`config.mk`:
```
export PLATFORM = sky130hd
export DESIGN_NAME = websocket_frame_deframer_core
export DESIGN_NICKNAME = d
export VERILOG_FILES = /design/src/rtl/wsd_pkg.sv /design/src/rtl/websocket_frame_deframer_core.sv /design/src/rtl/wsd_in_stage.sv /design/src/rtl/wsd_parser.sv /design/src/rtl/wsd_out_stage.sv
export SDC_FILE = /design/constraint.sdc
export NUM_CORES = 1
export LEC_CHECK = 0
export ABC_AREA = 1
export BUFFER_PORTS_ARGS = -buffer_cell sky130_fd_sc_hd__clkbuf_2
export CAP_MARGIN = 10
export CORE_ASPECT_RATIO = 0.5
export CORE_UTILIZATION = 55
export CTS_CLUSTER_SIZE = 30
export DETAILED_ROUTE_END_ITERATION = 10
export PLACE_DENSITY = 0.83
export SYNTH_ARGS = -nofsm -noshare
export SYNTH_HDL_FRONTEND = slang
export SYNTH_SLANG_ARGS = --single-unit
```
`constraint.sdc`:
```
create_clock -name clk -period 3.72 [get_ports clk]
set_input_delay 0.93 -clock clk [delete_from_list [all_inputs] [get_ports clk]]
set_output_delay 0.93 -clock clk [all_outputs]
set_load 0.01 [all_outputs]
```
`src/rtl/wsd_pkg.sv`:
```
package wsd_pkg;

    localparam int BYTE_W   = 8;
    localparam int OPCODE_W = 4;
    localparam int LEN_W    = 64;
    localparam int KEY_W    = 32;
    localparam int EXTCNT_W = 4;
    localparam int KPOS_W   = 2;
    localparam int PHASE_W  = 3;

    // parse phases
    localparam logic [PHASE_W-1:0] PH_HDR0   = 3'd0;
    localparam logic [PHASE_W-1:0] PH_HDR1   = 3'd1;
    localparam logic [PHASE_W-1:0] PH_EXTLEN = 3'd2;
    localparam logic [PHASE_W-1:0] PH_KEY    = 3'd3;
    localparam logic [PHASE_W-1:0] PH_DATA   = 3'd4;

    // opcodes that get a flag
    localparam logic [OPCODE_W-1:0] OP_CONT  = 4'h0;
    localparam logic [OPCODE_W-1:0] OP_CLOSE = 4'h8;
    localparam logic [OPCODE_W-1:0] OP_PING  = 4'h9;

    // 7-bit length codes that announce an extended length
    localparam logic [6:0] LEN_CODE_16 = 7'd126;
    localparam logic [6:0] LEN_CODE_64 = 7'd127;

    // extended length / key byte counts
    localparam logic [EXTCNT_W-1:0] EXT_BYTES_16 = 4'd2;
    localparam logic [EXTCNT_W-1:0] EXT_BYTES_64 = 4'd8;
    localparam logic [EXTCNT_W-1:0] KEY_BYTES    = 4'd4;

    typedef struct packed {
        logic [BYTE_W-1:0] data;
        logic              data_valid;
        logic              is_final;
        logic              is_ping;
        logic              is_continuation;
        logic              is_close;
        logic              frame_end;
    } res_t;

endpackage

```
`src/rtl/websocket_frame_deframer_core.sv`:
```
// WebSocket (RFC 6455) frame deframer.
// Input channel: in_valid / in_stall / in_byte, one raw stream byte per word.
// Output channel: out_valid / out_stall plus out_byte, data_valid, is_final,
//   is_ping, is_continuation, is_close and frame_end, one word per payload
//   byte. A zero-length frame gives a single word with data_valid low,
//   out_byte zero and frame_end high. Header, extended length and key bytes
//   give no output word.
// Payload bytes come out unmasked (XOR with the key byte at index mod 4).
// Path: an accepted word passes the input register, then the result register.
// Throughput: one byte per cycle, sustained while out_stall does not hold
//   the flow; the only loop is the parse state update (64-bit length decrement).
// Stall: while out_stall holds a waiting result, the input register keeps
//   one more byte and in_stall rises only when that register is also full.
// Reset (rst_n low, async): both registers empty, parser back to the first
//   header byte, all frame state cleared.
module websocket_frame_deframer_core
    import wsd_pkg::*;
(
    input  logic              clk,
    input  logic              rst_n,
    input  logic              in_valid,
    output logic              in_stall,
    input  logic [BYTE_W-1:0] in_byte,
    output logic              out_valid,
    input  logic              out_stall,
    output logic [BYTE_W-1:0] out_byte,
    output logic              data_valid,
    output logic              is_final,
    output logic              is_ping,
    output logic              is_continuation,
    output logic              is_close,
    output logic              frame_end
);

    logic              down_ready;
    logic              step;
    logic [BYTE_W-1:0] byte_q;
    logic              res_valid;
    res_t              res;
    res_t              res_q;

    wsd_in_stage u_in (
        .clk        (clk),
        .rst_n      (rst_n),
        .in_valid   (in_valid),
        .in_stall   (in_stall),
        .in_byte    (in_byte),
        .down_ready (down_ready),
        .step       (step),
        .byte_q     (byte_q)
    );

    wsd_parser u_parse (
        .clk       (clk),
        .rst_n     (rst_n),
        .step      (step),
        .byte_in   (byte_q),
        .res_valid (res_valid),
        .res       (res)
    );

    // result register loads only when the parser actually makes a word
    wsd_out_stage u_out (
        .clk       (clk),
        .rst_n     (rst_n),
        .load      (step && res_valid),
        .res_in    (res),
        .out_stall (out_stall),
        .ready     (down_ready),
        .out_valid (out_valid),
        .res_q     (res_q)
    );

    assign out_byte        = res_q.data;
    assign data_valid      = res_q.data_valid;
    assign is_final        = res_q.is_final;
    assign is_ping         = res_q.is_ping;
    assign is_continuation = res_q.is_continuation;
    assign is_close        = res_q.is_close;
    assign frame_end       = res_q.frame_end;

endmodule

```
`src/rtl/wsd_in_stage.sv`:
```
module wsd_in_stage
    import wsd_pkg::*;
(
    input  logic              clk,
    input  logic              rst_n,
    input  logic              in_valid,
    output logic              in_stall,
    input  logic [BYTE_W-1:0] in_byte,
    input  logic              down_ready,
    output logic              step,
    output logic [BYTE_W-1:0] byte_q
);

    logic              vld_reg;
    logic              vld_next;
    logic [BYTE_W-1:0] byte_reg;
    logic              take;

    // the held word moves on when the result register can take whatever it makes
    assign step     = vld_reg && down_ready;
    assign in_stall = vld_reg && !down_ready;
    assign take     = in_valid && !in_stall;
    assign byte_q   = byte_reg;

    always_comb
    begin
        vld_next = vld_reg;
        if (take)
        begin
            vld_next = 1'b1;
        end
        else if (step)
        begin
            vld_next = 1'b0;
        end
    end

    always_ff @(posedge clk or negedge rst_n)
    begin
        if (!rst_n)
        begin
            vld_reg <= 1'b0;
        end
        else
        begin
            vld_reg <= vld_next;
        end
    end

    always_ff @(posedge clk)
    begin
        if (take)
        begin
            byte_reg <= in_byte;
        end
    end

endmodule

```
`src/rtl/wsd_parser.sv`:
```
module wsd_parser
    import wsd_pkg::*;
(
    input  logic              clk,
    input  logic              rst_n,
    input  logic              step,
    input  logic [BYTE_W-1:0] byte_in,
    output logic              res_valid,
    output res_t              res
);

    logic [PHASE_W-1:0]  phase_reg,  phase_next;
    logic                final_reg,  final_next;
    logic [OPCODE_W-1:0] opcode_reg, opcode_next;
    logic                masked_reg, masked_next;
    logic [LEN_W-1:0]    rem_reg,    rem_next;
    logic [EXTCNT_W-1:0] ext_reg,    ext_next;
    logic [KEY_W-1:0]    key_reg,    key_next;
    logic [KPOS_W-1:0]   kpos_reg,   kpos_next;

    logic [EXTCNT_W-1:0] ext_dec;
    logic [LEN_W-1:0]    rem_dec;
    logic [BYTE_W-1:0]   key_byte;
    logic [6:0]          len_code;
    logic                hdr_done;
    logic                pay_enter;

    assign ext_dec  = (ext_reg != '0) ? ext_reg - 4'd1 : ext_reg;
    assign rem_dec  = (rem_reg != '0) ? rem_reg - 64'd1 : rem_reg;
    assign len_code = byte_in[6:0];

    always_comb
    begin
        case (kpos_reg)
            2'd0:    key_byte = key_reg[31:24];
            2'd1:    key_byte = key_reg[23:16];
            2'd2:    key_byte = key_reg[15:8];
            default: key_byte = key_reg[7:0];
        endcase
    end

    always_comb
    begin
        phase_next  = phase_reg;
        final_next  = final_reg;
        opcode_next = opcode_reg;
        masked_next = masked_reg;
        rem_next    = rem_reg;
        ext_next    = ext_reg;
        key_next    = key_reg;
        kpos_next   = kpos_reg;
        hdr_done    = 1'b0;
        pay_enter   = 1'b0;
        res_valid   = 1'b0;

        res.data            = '0;
        res.data_valid      = 1'b0;
        res.is_final        = final_reg;
        res.is_ping         = (opcode_reg == OP_PING);
        res.is_continuation = (opcode_reg == OP_CONT);
        res.is_close        = (opcode_reg == OP_CLOSE);
        res.frame_end       = 1'b0;

        case (phase_reg)
            PH_HDR0:
            begin
                final_next  = byte_in[7];
                opcode_next = byte_in[OPCODE_W-1:0];
                phase_next  = PH_HDR1;
            end
            PH_HDR1:
            begin
                masked_next = byte_in[7];
                key_next    = '0;
                if (len_code == LEN_CODE_16 || len_code == LEN_CODE_64)
                begin
                    rem_next   = '0;
                    ext_next   = (len_code == LEN_CODE_16) ? EXT_BYTES_16 : EXT_BYTES_64;
                    phase_next = PH_EXTLEN;
                end
                else
                begin
                    rem_next = {{(LEN_W-7){1'b0}}, len_code};
                    hdr_done = 1'b1;
                end
            end
            PH_EXTLEN:
            begin
                rem_next = {rem_reg[LEN_W-BYTE_W-1:0], byte_in};
                ext_next = ext_dec;
                hdr_done = (ext_dec == '0);
            end
            PH_KEY:
            begin
                key_next  = {key_reg[KEY_W-BYTE_W-1:0], byte_in};
                ext_next  = ext_dec;
                pay_enter = (ext_dec == '0);
            end
            PH_DATA:
            begin
                kpos_next      = kpos_reg + 2'd1;
                rem_next       = rem_dec;
                res_valid      = 1'b1;
                res.data       = masked_reg ? (byte_in ^ key_byte) : byte_in;
                res.data_valid = 1'b1;
                res.frame_end  = (rem_dec == '0);
                if (rem_dec == '0)
                begin
                    phase_next = PH_HDR0;
                end
            end
            default:
            begin
                phase_next = PH_HDR0;
            end
        endcase

        // header complete: key bytes follow if masked
        if (hdr_done)
        begin
            if (masked_next)
            begin
                ext_next   = KEY_BYTES;
                phase_next = PH_KEY;
            end
            else
            begin
                pay_enter = 1'b1;
            end
        end

        // payload entry: zero length gives a flag-only word that ends the frame at once, else data follows
        if (pay_enter)
        begin
            kpos_next = '0;
            if (rem_next == '0)
            begin
                res_valid     = 1'b1;
                res.frame_end = 1'b1;
                phase_next    = PH_HDR0;
            end
            else
            begin
                phase_next = PH_DATA;
            end
        end
    end

    always_ff @(posedge clk or negedge rst_n)
    begin
        if (!rst_n)
        begin
            phase_reg  <= PH_HDR0;
            final_reg  <= 1'b0;
            opcode_reg <= '0;
            masked_reg <= 1'b0;
            rem_reg    <= '0;
            ext_reg    <= '0;
            key_reg    <= '0;
            kpos_reg   <= '0;
        end
        else if (step)
        begin
            phase_reg  <= phase_next;
            final_reg  <= final_next;
            opcode_reg <= opcode_next;
            masked_reg <= masked_next;
            rem_reg    <= rem_next;
            ext_reg    <= ext_next;
            key_reg    <= key_next;
            kpos_reg   <= kpos_next;
        end
    end

endmodule

```
`src/rtl/wsd_out_stage.sv`:
```
module wsd_out_stage
    import wsd_pkg::*;
(
    input  logic clk,
    input  logic rst_n,
    input  logic load,
    input  res_t res_in,
    input  logic out_stall,
    output logic ready,
    output logic out_valid,
    output res_t res_q
);

    logic vld_reg;
    logic vld_next;
    res_t res_reg;

    assign ready     = !vld_reg || !out_stall;
    assign out_valid = vld_reg;
    assign res_q     = res_reg;

    always_comb
    begin
        vld_next = vld_reg;
        if (load)
        begin
            vld_next = 1'b1;
        end
        else if (!out_stall)
        begin
            vld_next = 1'b0;
        end
    end

    always_ff @(posedge clk or negedge rst_n)
    begin
        if (!rst_n)
        begin
            vld_reg <= 1'b0;
        end
        else
        begin
            vld_reg <= vld_next;
        end
    end

    always_ff @(posedge clk)
    begin
        if (load)
        begin
            res_reg <= res_in;
        end
    end

endmodule

```
Word level (Yosys, flattened, before mapping)
Index checks and enable logic that the tools add are counted.

Reduce and logical (&&, ||, !) cells: 25. Add/subtract/negate cells: 3. Bitwise logic cells: 1. Equal/unequal tests: 11. Mux-type cells: 38.

Operators by type and width (number): 64-bit one-hot mux with 3 select lines (1); 64-bit zero test (2); 64-bit 2-to-1 mux (1); 32-bit one-hot mux with 2 select lines (1); 64-bit nonzero test (1); 64-bit by 1-bit subtractor with 64-bit output, second input constant (1); 8-bit one-hot mux with 3 select lines (1); 4-bit 2-to-1 mux (5); 3-bit 2-to-1 mux (6); 1-bit 2-to-1 mux (16); 7-bit equality test, second input constant (2); 3-bit one-hot mux with 4 select lines (1); 4-bit equality test, second input constant (2); 4-bit zero test (2); 8-bit 2-to-1 mux (1); 4-bit one-hot mux with 2 select lines (1); 8-bit XOR (1); 7-bit 2-to-1 mux (1); 3-bit by 2-bit equality test with 1-bit output, second input constant (2); 2-bit AND reduction (3); 2-bit nonzero test (3); 1-bit logical AND (4); 1-bit zero test (4); 2-bit 2-to-1 mux (2); 13 further kinds (14).

Input port bits: 12. Output and inout bits: 16. Word-level logic and storage cells: 96. Flip-flop bits (word level): 135.

Logic depth before layout (Yosys ltp)
Word-level depth: 9. Mapped depth: 21. Gate-level depth less buffers: 20.

Modules after synthesis
From an unflattened synthesis, not the netlist that was laid out.

Cell total of the unflattened synthesis: 1597. Area, all modules: 9962.1 um^2.

By module, submodules not included: wsd_parser (cells each 1560, area an instance 9187.6 um^2, instances 1, seq. area each 2777.7 um^2); wsd_out_stage (cells each 18, area an instance 461.7 um^2, instances 1, seq. area each 445.4 um^2); wsd_in_stage (cells each 17, area an instance 305.3 um^2, instances 1, seq. area each 265.3 um^2); websocket_frame_deframer_core (cells each 2, area an instance 7.5 um^2, instances 1, seq. area each 0.0 um^2).

Worst setup path after synthesis
Ideal clock, no wire load.

Path type: reg2reg. From: reg u_parse.rem_reg[0]. To: reg u_out.res_reg (netlist bit u_out.res_q[0]), enable pin. Period minus slack after synthesis: 2914 ps. Arrival: 2560 ps. Buffers on the path: 3. Library setup time: 354 ps. Path slack: 806 ps. Stages on the path, launching flop included: 22. Required time: 3366 ps. Cell sequence: dfrtp_1 > inv_2 > ha_1 > buf_2 > nand2_4 > nor2_8 > nand2_4 > nor2_2 > nand2_2 > buf_6 > buf_6 > nand3_2 > nand2_1 > nor2_1 > nand2_1 > nor2_1 > nand2_1 > nor2_1 > nand2_1 > nand2_2 > nand3_2 > inv_1.

Cells in the longest elaborated chain, start to end: 7. Elaborated cells between the ends (all ways): 8. Those cells by class: add/sub: 1; mux: 4; reduce/logical: 3.

Ends and longest elaborated chain: start, declared (line wsd_parser.sv:16) `logic [LEN_W-1:0] rem_reg, rem_next;`; start signal, assigned (line wsd_parser.sv:168) `rem_reg <= rem_next;`; 64-bit by 1-bit subtractor with 64-bit output or 64-bit nonzero test (tied branches) (line wsd_parser.sv:29) `assign rem_dec = (rem_reg != '0) ? rem_reg - 64'd1 : rem_reg;`; 64-bit 2-to-1 mux (line wsd_parser.sv:29); 64-bit one-hot mux with 3 select lines (*) (line wsd_parser.sv:64) `case (phase_reg)`; 64-bit zero test (*) (line wsd_parser.sv:136) `if (rem_next == '0)`; 1-bit 2-to-1 mux (*) (line wsd_parser.sv:136); 1-bit 2-to-1 mux (*) (line wsd_parser.sv:133) `if (pay_enter)`; 1-bit logical AND (*) (line websocket_frame_deframer_core.sv:66) `.load (step && res_valid),`; via u_out.load (line wsd_out_stage.sv:6) `input logic load,`; end signal, assigned (line wsd_out_stage.sv:51) `res_reg <= res_in;`; end, declared (line wsd_out_stage.sv:16) `res_t res_reg;`.

Mark *: on every way through the listed nets, which the timed path passes. The rest lies on a longest branch. A chain may end at the register's enable or synchronous reset.

Final worst setup path
From: reg u_parse.rem_reg[0]. To: reg u_out.res_reg (netlist bit u_out.res_q[5]), enable pin.

The elaborated chain is that of the path after synthesis.

==> flow_summary.ini <==
[outcome]
status = complete, no violations

[floorplan]
die_y_um = 96.5
dieArea_mm2 = 0.0184
start_util_pct = 56.3
core-area_mm2 = 0.0174
die_x_um = 191
num_rows = 34
ios = 28

[critical_path]
path_class = flip-flop to flip-flop
reg2reg_depth = 22
critPathRequiredTime_ns = 3.86
crit_arrival_ns = 3.72
cp_common_cell = nand2_1
cpPeakStageDelay_ns = 0.45
r2r-start = u_parse.rem_reg[0]$_DFFE_PN0P_
crit_fanout = 14
crit_chain = inv_2 > ha_1 > nand2_4 > nor2_8 > nand3_1 > inv_1 > nand2_1 > nand2_1 > nand2_1 > nand3_2 > nand2_1 > nor2_1 > nand2_1 > nor2_1 > nand2_1 > nor2_1 > buf_4 > nand2_1 > nand2_2 > nand3_2 > inv_1 > buf_12
cpMaxStageDelayCell = dfrtp_1
r2r_end = u_out.res_q[5]$_DFFE_PP_
end_kind = flip-flop
startpoint = u_parse.rem_reg[0]$_DFFE_PN0P_
cp_num_buf_inv = 5
start_kind = flip-flop
critPathTopFamily = simple AND/OR/NAND/NOR gates
r2r_slack_ns = 0.14

[min_path]
hold_class = input port to asynchronous set/reset pin

[sta]
post-route-period-util_pct = 96.1
tns_ns = 0
worst_pin_slew_ns = 0.600
holdWs_ns = 0.400
setup_viol = 0
clock.fmax_mhz = 280
finalHoldViolations = 0
max_slew_margin_pct = 60.0
period_needed_ns = 3.58
finClkSkew_ns = 0.0185
drv_slew = 0

[cts]
clock_sinks = 135
tritoncts = yes
cts_buffers = 17
clockBufferDepth = 2
htree_levels = 4
holdBufCountCts = 0
root_buffer = clkbuf_16
clk_pin_slew_worst_paths_ns = 0.08
clock_latency_ns = 0.44

[final_layout]
stdcell_count = 1845
multi_input_area_mm2 = 0.00551
seqCellArea_mm2 = 0.00349
antenna_cells = 0
drive_gt1_share_pct = 8.19
fin_nets = 1616
largest_register_ffs = 64
fin_util_pct = 62.7
area_delta_synth_final_pct = 11.3
fillCellCount = 1647

[grt]
grt_overflow = 0
grt_first_pass_wirelength_mm = 53.8
use_met1_pct = 52.5
gr-usage-met2_pct = 61.0
grt_start_max_net_pins = 116
grt_antenna_before_repair = 1
top_usage_layer = met2
grt_util_all_layers_pct = 38.9
first_global_vias = 9635
grt_util_met3_pct = 8.99

[yosys]
ys_async_sr_fraction_pct = 83.7
avgSynthCellArea_um2 = 6.23
synth-edff-count = 22
ys_seq_area_share_pct = 35.5
synth_top_family_by_area = simple AND/OR/NAND/NOR gates
yosysMostFrequentCell = nand2_1
yosys-top-cells-count = 525 x nand2_1, 263 x nor2_1, 151 x inv_1
synth_mux_area_share_pct = 0.115
syn_inst = 1578
ys_seq_elements = 135
synth_xor_area_share_pct = 1.69
syn_nets = 1596
yosys.area.top_type = dfrtp_1
synth_compound_area_share_pct = 13.8
yosysUniqueCellTypes = 38
ys_top_cells_by_area = dfrtp_1 29%, nand2_1 20%, nor2_1 10%
syn-cell-area_mm2 = 0.00983
synthAdderAreaFrac_pct = 0.764
synth_warnings = 0
synth-simple-area-share_pct = 39.2
synth_top_area_share_pct = 28.8
synthFlopType = dfrtp_1

[place]
gp_congestion = 0.973
portBuffers = 27
dp.cells = 1813
hpwl_mm = 25.3

[route]
drt-total-wl_mm = 35.1
remaining_drc_errors = 0
vias = 10800
vias_per_cell = 5.87
drt-pass1-iter-count = 7
drt_iter0_markers = 1265
ant_nets = 0
wire_per_inst_um = 19.0

[job]
max_cap_viol_count = 0
==> how the worst max path moves through the flow <==
| stage | slack (ns) | depth (start not counted) | to |
|---|---|---|---|
| 5_1_grt | -0.003 | 22 | u_out.res_q[5]$_DFFE_PP_ |
| 4_1_cts | 0.07 | 22 | u_out.res_q[5]$_DFFE_PP_ |
| 2_1_floorplan | 0.81 | 21 | u_out.res_q[0]$_DFFE_PP_ |
| 3_5_place_dp | 0.11 | 22 | u_out.res_q[9]$_SDFFCE_PN0P_ |
| 3_3_place_gp | 0.14 | 22 | u_out.res_q[1]$_DFFE_PP_ |
| 6_report | 0.14 | 22 | u_out.res_q[5]$_DFFE_PP_ |
==> cell families (layout without fill, tap and decap cells) <==
| logic type | count (synthesis) | count (layout) |
|---|---|---|
| multiplexers | 1 | 1 |
| AND/OR/NAND/NOR | 944 | 944 |
| adder cells (fa/ha/maj) | 6 | 6 |
| AO/OA/AOI/OAI | 254 | 254 |
| XOR/XNOR | 19 | 19 |
| buffers and inverters | 219 | 252 |
| flip-flops | 135 | 135 |
==> what timing repair did <==
item | 4_1_cts | 5_1_grt
setup buffers | 0 | 0
endpoints found under the setup margin | 0 | 14
resized for setup | 0 | 9
==> metrics by stage <==
| stage | setup slack (ns) | cell area, um^2 |
|---|---|---|
| 2_1_floorplan | 0.806 | 9830 |
| 3_3_place_gp | 0.136 | 10300 |
| 3_5_place_dp | 0.113 | 10300 |
| 4_1_cts | 0.0748 | 10900 |
| 5_1_grt | -0.00305 | 10900 |
| 6_report | 0.143 | 10900 |
==> layout make-up <==
class / count / share of cell area, %
Tap cell: 234 / 2.68
Clock buffer: 17 / 3.89
Inverter: 160 / 5.50
Sequential cell: 135 / 31.9
Clock inverter: 15 / 1.43
Multi-Input combinational cell: 1224 / 50.3
Timing Repair Buffer: 60 / 4.25
==> per-layer routing <==
layer  wire length [um]  up-vias
met5                 13        -
li1                   -     5117
met4               1060        2
met3               3710       91
met2              15200      667
met1              15100     4959
==> cell usage in the layout (no fill, tap or decap), types with 5 or more instances in the layout <==
| cell | count |
|---|---|
| nor2_2 | 5 |
| clkbuf_2 | 26 |
| ha_1 | 6 |
| clkbuf_16 | 17 |
| nand2_1 | 524 |
| nor2_4 | 9 |
| inv_1 | 151 |
| a21oi_1 | 65 |
| o22ai_1 | 43 |
| edfxtp_1 | 22 |
| nand3_1 | 122 |
| a31oi_1 | 8 |
| inv_2 | 7 |
| inv_8 | 5 |
| dfrtp_1 | 113 |
| nand3_2 | 6 |
| buf_4 | 27 |
| nand2_2 | 6 |
| buf_12 | 6 |
| nor2_1 | 259 |
| o21ai_0 | 129 |
| xor2_1 | 19 |
Power is left out: the tool's default activity adds up to more than one toggle a clock period on the data nets, which glitch-free logic cannot reach.
